==> config.mk <==
export PLATFORM = sky130hd
export DESIGN_NAME = convex_hull_monotone_chain_core_flat
export DESIGN_NICKNAME = d
export VERILOG_FILES = /design/src/sv/cvh_pkg.sv /design/src/sv/cvh_point_if.sv /design/src/sv/cvh_hull_if.sv /design/src/sv/cvh_ram.sv /design/src/sv/convex_hull_monotone_chain_core.sv /design/src/flat_wrapper.sv
export SDC_FILE = /design/constraint.sdc
export NUM_CORES = 2
export LEC_CHECK = 0
export BUFFER_PORTS_ARGS = -buffer_cell sky130_fd_sc_hd__buf_4
export CAP_MARGIN = 30
export CORE_UTILIZATION = 45
export DETAILED_ROUTE_END_ITERATION = 8
export GPL_TIMING_DRIVEN = 0
export SYNTH_ARGS = -nofsm -noshare
export SYNTH_HDL_FRONTEND = slang
export SYNTH_SLANG_ARGS = --single-unit
==> constraint.sdc <==
create_clock -name clk_i -period 25.7 [get_ports clk_i]
set_input_delay 0 -clock clk_i [delete_from_list [all_inputs] [get_ports clk_i]]
set_output_delay 0 -clock clk_i [all_outputs]
set_load 0.005 [all_outputs]
==> src/sv/cvh_pkg.sv <==
// Shared constants and helpers for the monotone chain convex hull core.
package cvh_pkg;

  // Store sizing and coordinate width
  localparam int unsigned MAX_POINTS = 32;
  localparam int unsigned COORD_BITS = 16;

  // Derived widths
  localparam int unsigned IDX_W     = $clog2(MAX_POINTS);
  localparam int unsigned CNT_W     = $clog2(MAX_POINTS + 1);
  localparam int unsigned STK_DEPTH = 2 * MAX_POINTS;
  localparam int unsigned STK_AW    = $clog2(STK_DEPTH);
  localparam int unsigned DEP_W     = $clog2(STK_DEPTH + 1);
  localparam int unsigned PT_W      = 2 * COORD_BITS;
  localparam int unsigned DIFF_W    = COORD_BITS + 1;
  localparam int unsigned PROD_W    = 2 * DIFF_W;

  typedef logic signed [COORD_BITS-1:0] coord_t;
  typedef logic [PT_W-1:0]              point_t;

  // Pack x above y in one store word
  function automatic point_t pack_point(coord_t x, coord_t y);
    return {x, y};
  endfunction

  function automatic coord_t point_x(point_t p);
    return coord_t'(p[PT_W-1:COORD_BITS]);
  endfunction

  function automatic coord_t point_y(point_t p);
    return coord_t'(p[COORD_BITS-1:0]);
  endfunction

  // Order by x, then by y: true when a sorts after b
  function automatic logic point_after(point_t a, point_t b);
    return (point_x(a) > point_x(b)) ||
           ((point_x(a) == point_x(b)) && (point_y(a) > point_y(b)));
  endfunction

endpackage

==> src/sv/cvh_point_if.sv <==
// Input channel carrying one point per transaction.
interface cvh_point_if;
  logic                  valid;
  logic                  ready;
  cvh_pkg::coord_t       point_x;
  logic [cvh_pkg::COORD_BITS-1:0] point_y;
  logic                  final_point;

  modport source (output valid, point_x, point_y, final_point, input ready);
  modport sink   (input valid, point_x, point_y, final_point, output ready);
endinterface

==> src/sv/cvh_hull_if.sv <==
// Output channel carrying one hull point per transaction.
interface cvh_hull_if;
  logic                  valid;
  logic                  ready;
  cvh_pkg::coord_t       hull_x;
  logic [cvh_pkg::COORD_BITS-1:0] hull_y;
  logic                  hull_last;

  modport source (output valid, hull_x, hull_y, hull_last, input ready);
  modport sink   (input valid, hull_x, hull_y, hull_last, output ready);
endinterface

==> src/sv/cvh_ram.sv <==
// Generic one-write, one-read RAM with registered read data.
module cvh_ram #(
  parameter int unsigned WIDTH = 8,
  parameter int unsigned DEPTH = 16
) (
  input  logic                     clk_i,
  input  logic                     we_i,
  input  logic [$clog2(DEPTH)-1:0] waddr_i,
  input  logic [WIDTH-1:0]         wdata_i,
  input  logic [$clog2(DEPTH)-1:0] raddr_i,
  output logic [WIDTH-1:0]         rdata_o
);

  logic [WIDTH-1:0] mem [DEPTH];

  // Write when enabled; read every cycle
  always_ff @(posedge clk_i) begin
    if (we_i) begin
      mem[waddr_i] <= wdata_i;
    end
    rdata_o <= mem[raddr_i];
  end

endmodule

==> src/sv/convex_hull_monotone_chain_core.sv <==
// Convex hull core: load, insertion sort in RAM, two stack scans, emit.
// Loading takes one cycle per point; the sort moves elements by RAM read and
// compare-and-write, each cross product test reads two stack entries and their
// points, multiplies and compares, and each hull point waits on output stalls.
// All of it is bound by the single read port of the point RAM.
// Reset clears the control state; RAM contents are not cleared.
module convex_hull_monotone_chain_core (
  input  logic         clk_i,
  input  logic         rst_ni,
  cvh_point_if.sink    point_i,
  cvh_hull_if.source   hull_o
);

  localparam int unsigned ST_W = 5;
  localparam logic [ST_W-1:0] S_LOAD = 5'd0;
  localparam logic [ST_W-1:0] S_SI   = 5'd1;
  localparam logic [ST_W-1:0] S_SK   = 5'd2;
  localparam logic [ST_W-1:0] S_SR   = 5'd3;
  localparam logic [ST_W-1:0] S_SC   = 5'd4;
  localparam logic [ST_W-1:0] S_PC   = 5'd5;
  localparam logic [ST_W-1:0] S_PCW  = 5'd6;
  localparam logic [ST_W-1:0] S_CHK  = 5'd7;
  localparam logic [ST_W-1:0] S_A1   = 5'd8;
  localparam logic [ST_W-1:0] S_A2   = 5'd9;
  localparam logic [ST_W-1:0] S_A3   = 5'd10;
  localparam logic [ST_W-1:0] S_A4   = 5'd11;
  localparam logic [ST_W-1:0] S_MUL  = 5'd12;
  localparam logic [ST_W-1:0] S_CMP  = 5'd13;
  localparam logic [ST_W-1:0] S_PUSH = 5'd14;
  localparam logic [ST_W-1:0] S_EK   = 5'd15;
  localparam logic [ST_W-1:0] S_EI   = 5'd16;
  localparam logic [ST_W-1:0] S_EP   = 5'd17;
  localparam logic [ST_W-1:0] S_EW   = 5'd18;

  localparam logic [cvh_pkg::CNT_W-1:0] CNT_ONE = cvh_pkg::CNT_W'(1);
  localparam logic [cvh_pkg::DEP_W-1:0] DEP_ONE = cvh_pkg::DEP_W'(1);
  localparam logic [cvh_pkg::DEP_W-1:0] DEP_TWO = cvh_pkg::DEP_W'(2);
  localparam logic [cvh_pkg::CNT_W-1:0] CNT_MAX = cvh_pkg::CNT_W'(cvh_pkg::MAX_POINTS);

  logic [ST_W-1:0]                   state_q, state_d;
  logic [cvh_pkg::CNT_W-1:0]         count_q, count_d;
  logic [cvh_pkg::CNT_W-1:0]         i_q, i_d;
  logic [cvh_pkg::CNT_W-1:0]         j_q, j_d;
  logic [cvh_pkg::IDX_W-1:0]         c_q, c_d;
  logic                              pass_q, pass_d;
  logic [cvh_pkg::DEP_W-1:0]         depth_q, depth_d;
  logic [cvh_pkg::DEP_W-1:0]         first_q, first_d;
  logic [cvh_pkg::DEP_W-1:0]         k_q, k_d;
  cvh_pkg::point_t                   key_q, key_d;
  cvh_pkg::point_t                   a_q, a_d, b_q, b_d, cp_q, cp_d;
  logic [cvh_pkg::IDX_W-1:0]         bi_q, bi_d;
  logic signed [cvh_pkg::PROD_W-1:0] p1_q, p1_d, p2_q, p2_d;
  cvh_pkg::point_t                   out_q, out_d;
  logic                              last_q, last_d;

  // RAM ports
  logic                        pt_we;
  logic [cvh_pkg::IDX_W-1:0]   pt_waddr, pt_raddr;
  cvh_pkg::point_t             pt_wdata, pt_rdata;
  logic                        stk_we;
  logic [cvh_pkg::STK_AW-1:0]  stk_waddr, stk_raddr;
  logic [cvh_pkg::IDX_W-1:0]   stk_wdata, stk_rdata;

  cvh_ram #(.WIDTH(cvh_pkg::PT_W), .DEPTH(cvh_pkg::MAX_POINTS)) u_point_ram (
    .clk_i   (clk_i),
    .we_i    (pt_we),
    .waddr_i (pt_waddr),
    .wdata_i (pt_wdata),
    .raddr_i (pt_raddr),
    .rdata_o (pt_rdata)
  );

  cvh_ram #(.WIDTH(cvh_pkg::IDX_W), .DEPTH(cvh_pkg::STK_DEPTH)) u_stack_ram (
    .clk_i   (clk_i),
    .we_i    (stk_we),
    .waddr_i (stk_waddr),
    .wdata_i (stk_wdata),
    .raddr_i (stk_raddr),
    .rdata_o (stk_rdata)
  );

  logic                              in_acc;
  logic [cvh_pkg::CNT_W-1:0]         jm1;
  logic [cvh_pkg::DEP_W:0]           base_p2;
  logic [cvh_pkg::DEP_W-1:0]         last_k;
  logic                              skip_k;
  logic signed [cvh_pkg::DIFF_W-1:0] abx, aby, acx, acy;

  assign in_acc  = point_i.valid && point_i.ready;
  assign jm1     = j_q - CNT_ONE;
  assign base_p2 = (pass_q ? {1'b0, first_q} : '0) + (cvh_pkg::DEP_W + 1)'(2);
  // Last emitted slot: top of second chain minus one, or end of the first
  assign last_k  = (depth_q >= first_q + cvh_pkg::DEP_W'(3)) ? depth_q - DEP_TWO
                                                             : first_q - DEP_ONE;
  assign skip_k  = (k_q >= first_q) && ((k_q == first_q) || (k_q + DEP_ONE == depth_q));

  // Cross product operands
  assign abx = cvh_pkg::DIFF_W'(cvh_pkg::point_x(b_q))  - cvh_pkg::DIFF_W'(cvh_pkg::point_x(a_q));
  assign aby = cvh_pkg::DIFF_W'(cvh_pkg::point_y(b_q))  - cvh_pkg::DIFF_W'(cvh_pkg::point_y(a_q));
  assign acx = cvh_pkg::DIFF_W'(cvh_pkg::point_x(cp_q)) - cvh_pkg::DIFF_W'(cvh_pkg::point_x(a_q));
  assign acy = cvh_pkg::DIFF_W'(cvh_pkg::point_y(cp_q)) - cvh_pkg::DIFF_W'(cvh_pkg::point_y(a_q));

  // Sequencer
  always_comb begin
    state_d = state_q;  count_d = count_q;  i_d = i_q;  j_d = j_q;
    c_d = c_q;  pass_d = pass_q;  depth_d = depth_q;  first_d = first_q;
    k_d = k_q;  key_d = key_q;  a_d = a_q;  b_d = b_q;  cp_d = cp_q;
    bi_d = bi_q;  p1_d = p1_q;  p2_d = p2_q;  out_d = out_q;  last_d = last_q;
    pt_we = 1'b0;  pt_waddr = '0;  pt_wdata = '0;  pt_raddr = '0;
    stk_we = 1'b0; stk_waddr = '0; stk_wdata = '0; stk_raddr = '0;
    case (state_q)
      S_LOAD: begin
        if (in_acc) begin
          if (count_q < CNT_MAX) begin
            pt_we    = 1'b1;
            pt_waddr = count_q[cvh_pkg::IDX_W-1:0];
            pt_wdata = cvh_pkg::pack_point(point_i.point_x,
                                           cvh_pkg::coord_t'(point_i.point_y));
            count_d  = count_q + CNT_ONE;
          end
          if (point_i.final_point) begin
            i_d     = CNT_ONE;
            state_d = S_SI;
          end
        end
      end
      S_SI: begin
        if (i_q >= count_q) begin
          c_d     = '0;
          pass_d  = 1'b0;
          depth_d = '0;
          state_d = S_PC;
        end else begin
          pt_raddr = i_q[cvh_pkg::IDX_W-1:0];
          state_d  = S_SK;
        end
      end
      S_SK: begin
        key_d   = pt_rdata;
        j_d     = i_q;
        state_d = S_SR;
      end
      S_SR: begin
        if (j_q == '0) begin
          pt_we    = 1'b1;
          pt_waddr = j_q[cvh_pkg::IDX_W-1:0];
          pt_wdata = key_q;
          i_d      = i_q + CNT_ONE;
          state_d  = S_SI;
        end else begin
          pt_raddr = jm1[cvh_pkg::IDX_W-1:0];
          state_d  = S_SC;
        end
      end
      S_SC: begin
        pt_we    = 1'b1;
        pt_waddr = j_q[cvh_pkg::IDX_W-1:0];
        if (cvh_pkg::point_after(pt_rdata, key_q)) begin
          pt_wdata = pt_rdata;
          j_d      = jm1;
          state_d  = S_SR;
        end else begin
          pt_wdata = key_q;
          i_d      = i_q + CNT_ONE;
          state_d  = S_SI;
        end
      end
      S_PC: begin
        pt_raddr = c_q;
        state_d  = S_PCW;
      end
      S_PCW: begin
        cp_d    = pt_rdata;
        state_d = S_CHK;
      end
      S_CHK: begin
        if ({1'b0, depth_q} >= base_p2) begin
          stk_raddr = cvh_pkg::STK_AW'(depth_q - DEP_TWO);
          state_d   = S_A1;
        end else begin
          state_d = S_PUSH;
        end
      end
      S_A1: begin
        pt_raddr  = stk_rdata;
        stk_raddr = cvh_pkg::STK_AW'(depth_q - DEP_ONE);
        state_d   = S_A2;
      end
      S_A2: begin
        a_d     = pt_rdata;
        bi_d    = stk_rdata;
        state_d = S_A3;
      end
      S_A3: begin
        pt_raddr = bi_q;
        state_d  = S_A4;
      end
      S_A4: begin
        b_d     = pt_rdata;
        state_d = S_MUL;
      end
      S_MUL: begin
        p1_d    = cvh_pkg::PROD_W'(abx) * cvh_pkg::PROD_W'(acy);
        p2_d    = cvh_pkg::PROD_W'(aby) * cvh_pkg::PROD_W'(acx);
        state_d = S_CMP;
      end
      S_CMP: begin
        // Pop on a strict right turn
        if (p1_q < p2_q) begin
          depth_d = depth_q - DEP_ONE;
          state_d = S_CHK;
        end else begin
          state_d = S_PUSH;
        end
      end
      S_PUSH: begin
        stk_we    = 1'b1;
        stk_waddr = depth_q[cvh_pkg::STK_AW-1:0];
        stk_wdata = c_q;
        depth_d   = depth_q + DEP_ONE;
        state_d   = S_PC;
        if (!pass_q) begin
          if ({1'b0, c_q} == count_q - CNT_ONE) begin
            first_d = depth_q + DEP_ONE;
            pass_d  = 1'b1;
          end else begin
            c_d = c_q + cvh_pkg::IDX_W'(1);
          end
        end else if (c_q == '0) begin
          k_d     = '0;
          state_d = S_EK;
        end else begin
          c_d = c_q - cvh_pkg::IDX_W'(1);
        end
      end
      S_EK: begin
        if (k_q >= depth_q) begin
          count_d = '0;
          depth_d = '0;
          state_d = S_LOAD;
        end else if (skip_k) begin
          k_d = k_q + DEP_ONE;
        end else begin
          stk_raddr = k_q[cvh_pkg::STK_AW-1:0];
          state_d   = S_EI;
        end
      end
      S_EI: begin
        pt_raddr = stk_rdata;
        state_d  = S_EP;
      end
      S_EP: begin
        out_d   = pt_rdata;
        last_d  = (k_q == last_k);
        state_d = S_EW;
      end
      S_EW: begin
        if (hull_o.ready) begin
          k_d     = k_q + DEP_ONE;
          state_d = S_EK;
        end
      end
      default: begin
        state_d = S_LOAD;
      end
    endcase
  end

  // Control registers
  always_ff @(posedge clk_i or negedge rst_ni) begin
    if (!rst_ni) begin
      state_q <= S_LOAD;
      count_q <= '0;
      depth_q <= '0;
      pass_q  <= 1'b0;
    end else begin
      state_q <= state_d;
      count_q <= count_d;
      depth_q <= depth_d;
      pass_q  <= pass_d;
    end
  end

  // Datapath registers
  always_ff @(posedge clk_i) begin
    i_q <= i_d;  j_q <= j_d;  c_q <= c_d;  first_q <= first_d;  k_q <= k_d;
    key_q <= key_d;  a_q <= a_d;  b_q <= b_d;  cp_q <= cp_d;  bi_q <= bi_d;
    p1_q <= p1_d;  p2_q <= p2_d;  out_q <= out_d;  last_q <= last_d;
  end

  // Channel outputs
  assign point_i.ready    = (state_q == S_LOAD);
  assign hull_o.valid     = (state_q == S_EW);
  assign hull_o.hull_x    = cvh_pkg::point_x(out_q);
  assign hull_o.hull_y    = cvh_pkg::point_y(out_q);
  assign hull_o.hull_last = last_q;

  // Never accept a point while a hull transaction is pending
  assert property (@(posedge clk_i) disable iff (!rst_ni)
    !(point_i.ready && hull_o.valid))
    else $error("input accepted during hull output");

  // The point count never exceeds the store
  assert property (@(posedge clk_i) disable iff (!rst_ni)
    count_q <= CNT_MAX)
    else $error("point count overflow");

  // A push never runs past the stack
  assert property (@(posedge clk_i) disable iff (!rst_ni)
    (state_q == S_PUSH) |-> (depth_q < cvh_pkg::DEP_W'(cvh_pkg::STK_DEPTH)))
    else $error("chain stack overflow");

  // A final point always starts the sort
  assert property (@(posedge clk_i) disable iff (!rst_ni)
    (in_acc && point_i.final_point) |=> (state_q == S_SI))
    else $error("final point did not start hull run");

endmodule
==> src/flat_wrapper.sv <==
// flat-port wrapper written by rule: the top's interface ports become plain ports
module convex_hull_monotone_chain_core_flat 
  (clk_i, rst_ni, point_i_valid, point_i_point_x, point_i_point_y, point_i_final_point, point_i_ready, hull_o_valid, hull_o_hull_x, hull_o_hull_y, hull_o_hull_last, hull_o_ready);
  cvh_point_if point_i_i ();
  cvh_hull_if hull_o_i ();
  input  logic clk_i;
  input  logic rst_ni;
  input wire logic [$bits(point_i_i.valid)-1:0] point_i_valid;
  input wire logic [$bits(point_i_i.point_x)-1:0] point_i_point_x;
  input wire logic [$bits(point_i_i.point_y)-1:0] point_i_point_y;
  input wire logic [$bits(point_i_i.final_point)-1:0] point_i_final_point;
  output wire logic [$bits(point_i_i.ready)-1:0] point_i_ready;
  output wire logic [$bits(hull_o_i.valid)-1:0] hull_o_valid;
  output wire logic [$bits(hull_o_i.hull_x)-1:0] hull_o_hull_x;
  output wire logic [$bits(hull_o_i.hull_y)-1:0] hull_o_hull_y;
  output wire logic [$bits(hull_o_i.hull_last)-1:0] hull_o_hull_last;
  input wire logic [$bits(hull_o_i.ready)-1:0] hull_o_ready;
  assign point_i_i.valid = point_i_valid;
  assign point_i_i.point_x = point_i_point_x;
  assign point_i_i.point_y = point_i_point_y;
  assign point_i_i.final_point = point_i_final_point;
  assign point_i_ready = point_i_i.ready;
  assign hull_o_valid = hull_o_i.valid;
  assign hull_o_hull_x = hull_o_i.hull_x;
  assign hull_o_hull_y = hull_o_i.hull_y;
  assign hull_o_hull_last = hull_o_i.hull_last;
  assign hull_o_i.ready = hull_o_ready;
  convex_hull_monotone_chain_core u_core (.clk_i(clk_i), .rst_ni(rst_ni), .point_i(point_i_i), .hull_o(hull_o_i));
endmodule
==> impl_results.md <==
- Outcome: finished, final reports clean
- Number of buffers inserted by post-CTS setup repair: 0
- Post-DP HPWL: 214.7 mm
- Initial cell density of the core: roughly 45%
- Compound-Gate Fraction of Synth Area: 10.48%
- Classification of the worst setup path: reg2reg
- Mean instance size in the synthesized netlist: 11.89 um2
- First-iteration detailed-routing DRC count: 6,744
- Area share of the largest cell type after synthesis: around half
- Average wire per standard cell: 26.06 um
- Residual antenna-violating net count after detailed routing: 0
- Setup repair after global routing missed its margin: false
- Predominant post-synthesis flop cell: sky130_fd_sc_hd__edfxtp_1
- Clock Skews: 0.05011 ns
- Total standard cell area after synthesis: 93,150 um2
- Endpoint kind of the worst setup timing path: flop
- Critical Path Most Common Cell: sky130_fd_sc_hd__fa_1
- Post-CTS Hold Buffers: 37
- Ratio of cells with drive above 1 in the final layout: 7.655%
- Async SR Flop Fraction: 1.141%
- Clock insertion delay at the later pin of the skew report: 0.83 ns
- Worst-path cell with the longest stage delay: sky130_fd_sc_hd__a2111oi_0
- Core area: 205,200 um2
- Sum of negative setup slack: 0 ns
- Final worst-path cycle share: 42.49%
- Largest delay share family, worst path: compound AO/OA/AOI/OAI gates
- Number of buffers created by CTS: 176
- Via count of the first global-routing pass: 64,880
- Number of buffers and inverters on the critical path: 5
- Data required time of the critical path: 26.36 ns
- Achievable clock frequency: between 90 and 100 MHz
- Number of cell instances on the worst register-to-register path: 36
- Share of synthesized cell area in full adder, half adder and majority cells: 17.51%
- DRC violation count after routing: 0
- Yosys cell types: 90
- Startpoint of the most critical register-to-register path: u_core.a_q[0]
- Critical path depth: 36
- I/O pin total: between 70 and 80
- Final period demand of the worst path: between 10 and 15 ns
- # H-tree levels: 4
- Number of gates resized after CTS: 0
- Pin count of the biggest net entering global routing: 47
- Die outline height: 457.0 um
- Actual slew at the worst max-slew pin: 1.159 ns
- Detailed-route vias per instance: 5.807
- YS warnings: 0
- Fraction of the yosys area taken by sequential cells: 53.18%
- Setup Viol. Count Final: 0
- Area growth from synthesis to layout: 13.86%
- CTS Root Buffer Type: sky130_fd_sc_hd__clkbuf_16
- Congestion Overflow GR: 0
- Number of port buffers: 71
- Count of endpoints failing hold in the final timing report: 0
- Element type at the critical path start: flop
- Number of nets in the layout: between 9,000 and 10,000
- Clock tree from TritonCTS: done
- Number of cells traversed by the worst hold path: 4
- Cell Rows: 166
- Synth Instances: approximately 8,000
- Maxcap violations: 0
- Clock Path Buffers: 3
- Total global-route track usage: 27.54%
- Die area: approximately 210,000 um2
- Register clock-pin slew on the reported worst setup and hold paths: 0.06 ns
- Number of storage elements in the synthesis netlist: 1,665
- Total routed wirelength: 289.3 mm
- Type of the worst min-delay path: in2reg
- GPL Wtd Cong: 0.9676
- Synthesized netlist net count: around 9,000
- Main area contributors after synthesis: sky130_fd_sc_hd__edfxtp_1 (52%), sky130_fd_sc_hd__fa_1 (13%), sky130_fd_sc_hd__ha_1 (4.7%)
- Via count of the routed design: 64,490
- Xor-xnor portion of the synthesized cell area: 1.909%
- Post-synth top area cell: sky130_fd_sc_hd__edfxtp_1
- Crit. Startpoint: u_core.a_q[0]
- Post-Synth Simple-Gate Area: 11.33%
- Critical-path maximum fanout: 10
- Wire length of the first global-routing pass: 424.8 mm
- Beginning of the worst hold path: point_i_point_y[14]
- Antenna violations before repair: 10
- Clk sinks: around 1,700
- Setup slack, reg-to-reg: 14.78 ns
- Main combinational cell family by area after synthesis: adder cells
- First-pass detailed-route iteration total: 7
- Relative max-transition margin: 22.74%
- Max-slew violation total from the final report: 0
- Critical Path AT: 11.58 ns
- Post-synth EDFFs: 1,609
- Proportion of synthesized area in mux cells: 0.6004%
- Die span in x: 457.0 um
- Critical Path Max Stage Delay: 0.66 ns
[cell usage in the layout, fill, tap and decap left out, drive strengths merged, types with 37 or more instances in the layout]
cell type,synthesis,layout
a211oi,376,376
a21o,101,101
a21oi,296,296
a311oi,132,132
a31oi,153,153
and2,331,331
buf,72,288
clkbuf,326,558
clkinv,3,67
dfxtp,37,37
dlygate4sd3,0,37
edfxtp,1609,1609
fa,598,598
ha,347,347
inv,809,814
mux2i,51,51
nand2,1130,1130
nand2b,42,42
nand3,128,128
nand4,48,48
nor2,463,463
nor2b,68,68
nor3,42,42
o21ai,123,123
xnor2,146,146
xor2,57,57
[stage by stage]
stage          cell area [um2]  cells  setup slack, ns  hold WS, ns  util (%)
2_1_floorplan            93150   7836            16.83      -0.2956         -
4_1_cts                 106000  11090            14.81     0.001244     51.63
5_1_grt                 106100  11100            14.30      0.05619     51.68
3_3_place_gp             97040  10600            14.17     -0.08595     47.29
3_5_place_dp             99750  10730            14.80     -0.09066     48.61
6_report                106100  11110            14.78       0.1386     51.68
[routing by layer]
metal  up-vias  track usage, %  wire (um)
met4         4           13.13      15060
met1     32520           35.92     113600
li1      28350               -          -
met2      2995           44.94     137200
met3       621           4.423      23480
met5         -               0         22
[tightest hold or removal path, delay by kind of cell]
kind	cells	cell delay (ns)
compound gates	3	0.68
buf+inv	1	0.08
[synthesized netlist by cell type (37+ instances only)]
cell / instances
sky130_fd_sc_hd__o21ai_0: 121
sky130_fd_sc_hd__mux2i_1: 51
sky130_fd_sc_hd__and2_1: 331
sky130_fd_sc_hd__xor2_1: 57
sky130_fd_sc_hd__edfxtp_1: 1609
sky130_fd_sc_hd__clkbuf_1: 326
sky130_fd_sc_hd__a31oi_1: 153
sky130_fd_sc_hd__a21o_1: 101
sky130_fd_sc_hd__nor2b_1: 68
sky130_fd_sc_hd__nor2_1: 461
sky130_fd_sc_hd__a311oi_1: 132
sky130_fd_sc_hd__a211oi_1: 376
sky130_fd_sc_hd__fa_1: 598
sky130_fd_sc_hd__buf_2: 40
sky130_fd_sc_hd__ha_1: 347
sky130_fd_sc_hd__nand2b_1: 41
sky130_fd_sc_hd__nand2_1: 1130
sky130_fd_sc_hd__a21oi_1: 296
sky130_fd_sc_hd__nand4_1: 48
sky130_fd_sc_hd__dfxtp_1: 37
sky130_fd_sc_hd__nand3_1: 127
sky130_fd_sc_hd__xnor2_1: 146
sky130_fd_sc_hd__inv_1: 809
sky130_fd_sc_hd__nor3_1: 42
[cell type report]
class	instances	area [um2]
clock inverter	92	1111
inverter	812	3048
antenna	4	10.01
fill	17690	99150
multi-input combinational	4961	39550
timing repair buffer	253	3108
tap	2688	3363
clock buffer	232	4727
buffer	398	1608
sequential	1665	49530
[cell families after synthesis]
family | count (synthesis)
buffers and inverters | 1210
DFF | 1665
AOI/OAI and AO/OA | 1414
adders and majority gates | 945
xor gates and xnor gates | 203
muxes | 55
and+or+nand+nor | 2344
[flip-flops by register name (all words and copies together), names as in the netlist, 6 cells and up]
register and count:
u_core.k_q 7, u_core.count_q 6, u_core.j_q 6, u_core.u_point_ram.rdata_o 32, u_core.b_q 32, u_core.cp_q 32
u_core.p1_q 34, u_core.u_stack_ram.mem 320, u_core.a_q 32, u_core.out_q 32, u_core.depth_q 7, u_core.i_q 6
u_core.key_q 32, u_core.u_point_ram.mem 1024, u_core.first_q 7, u_core.p2_q 34
[final timing paths]
path | end
max | u_core.p1_q[33]
min | u_core.u_point_ram.mem[9][14]
max reg2reg | u_core.p1_q[33]
min reg2reg | u_core.bi_q[4]
max in group asynchronous | u_core.count_q[0]
min in group asynchronous | u_core.depth_q[0]
Power is not shown: default switching activity piles up to over one toggle a cycle in this logic, so the estimate is an artifact.
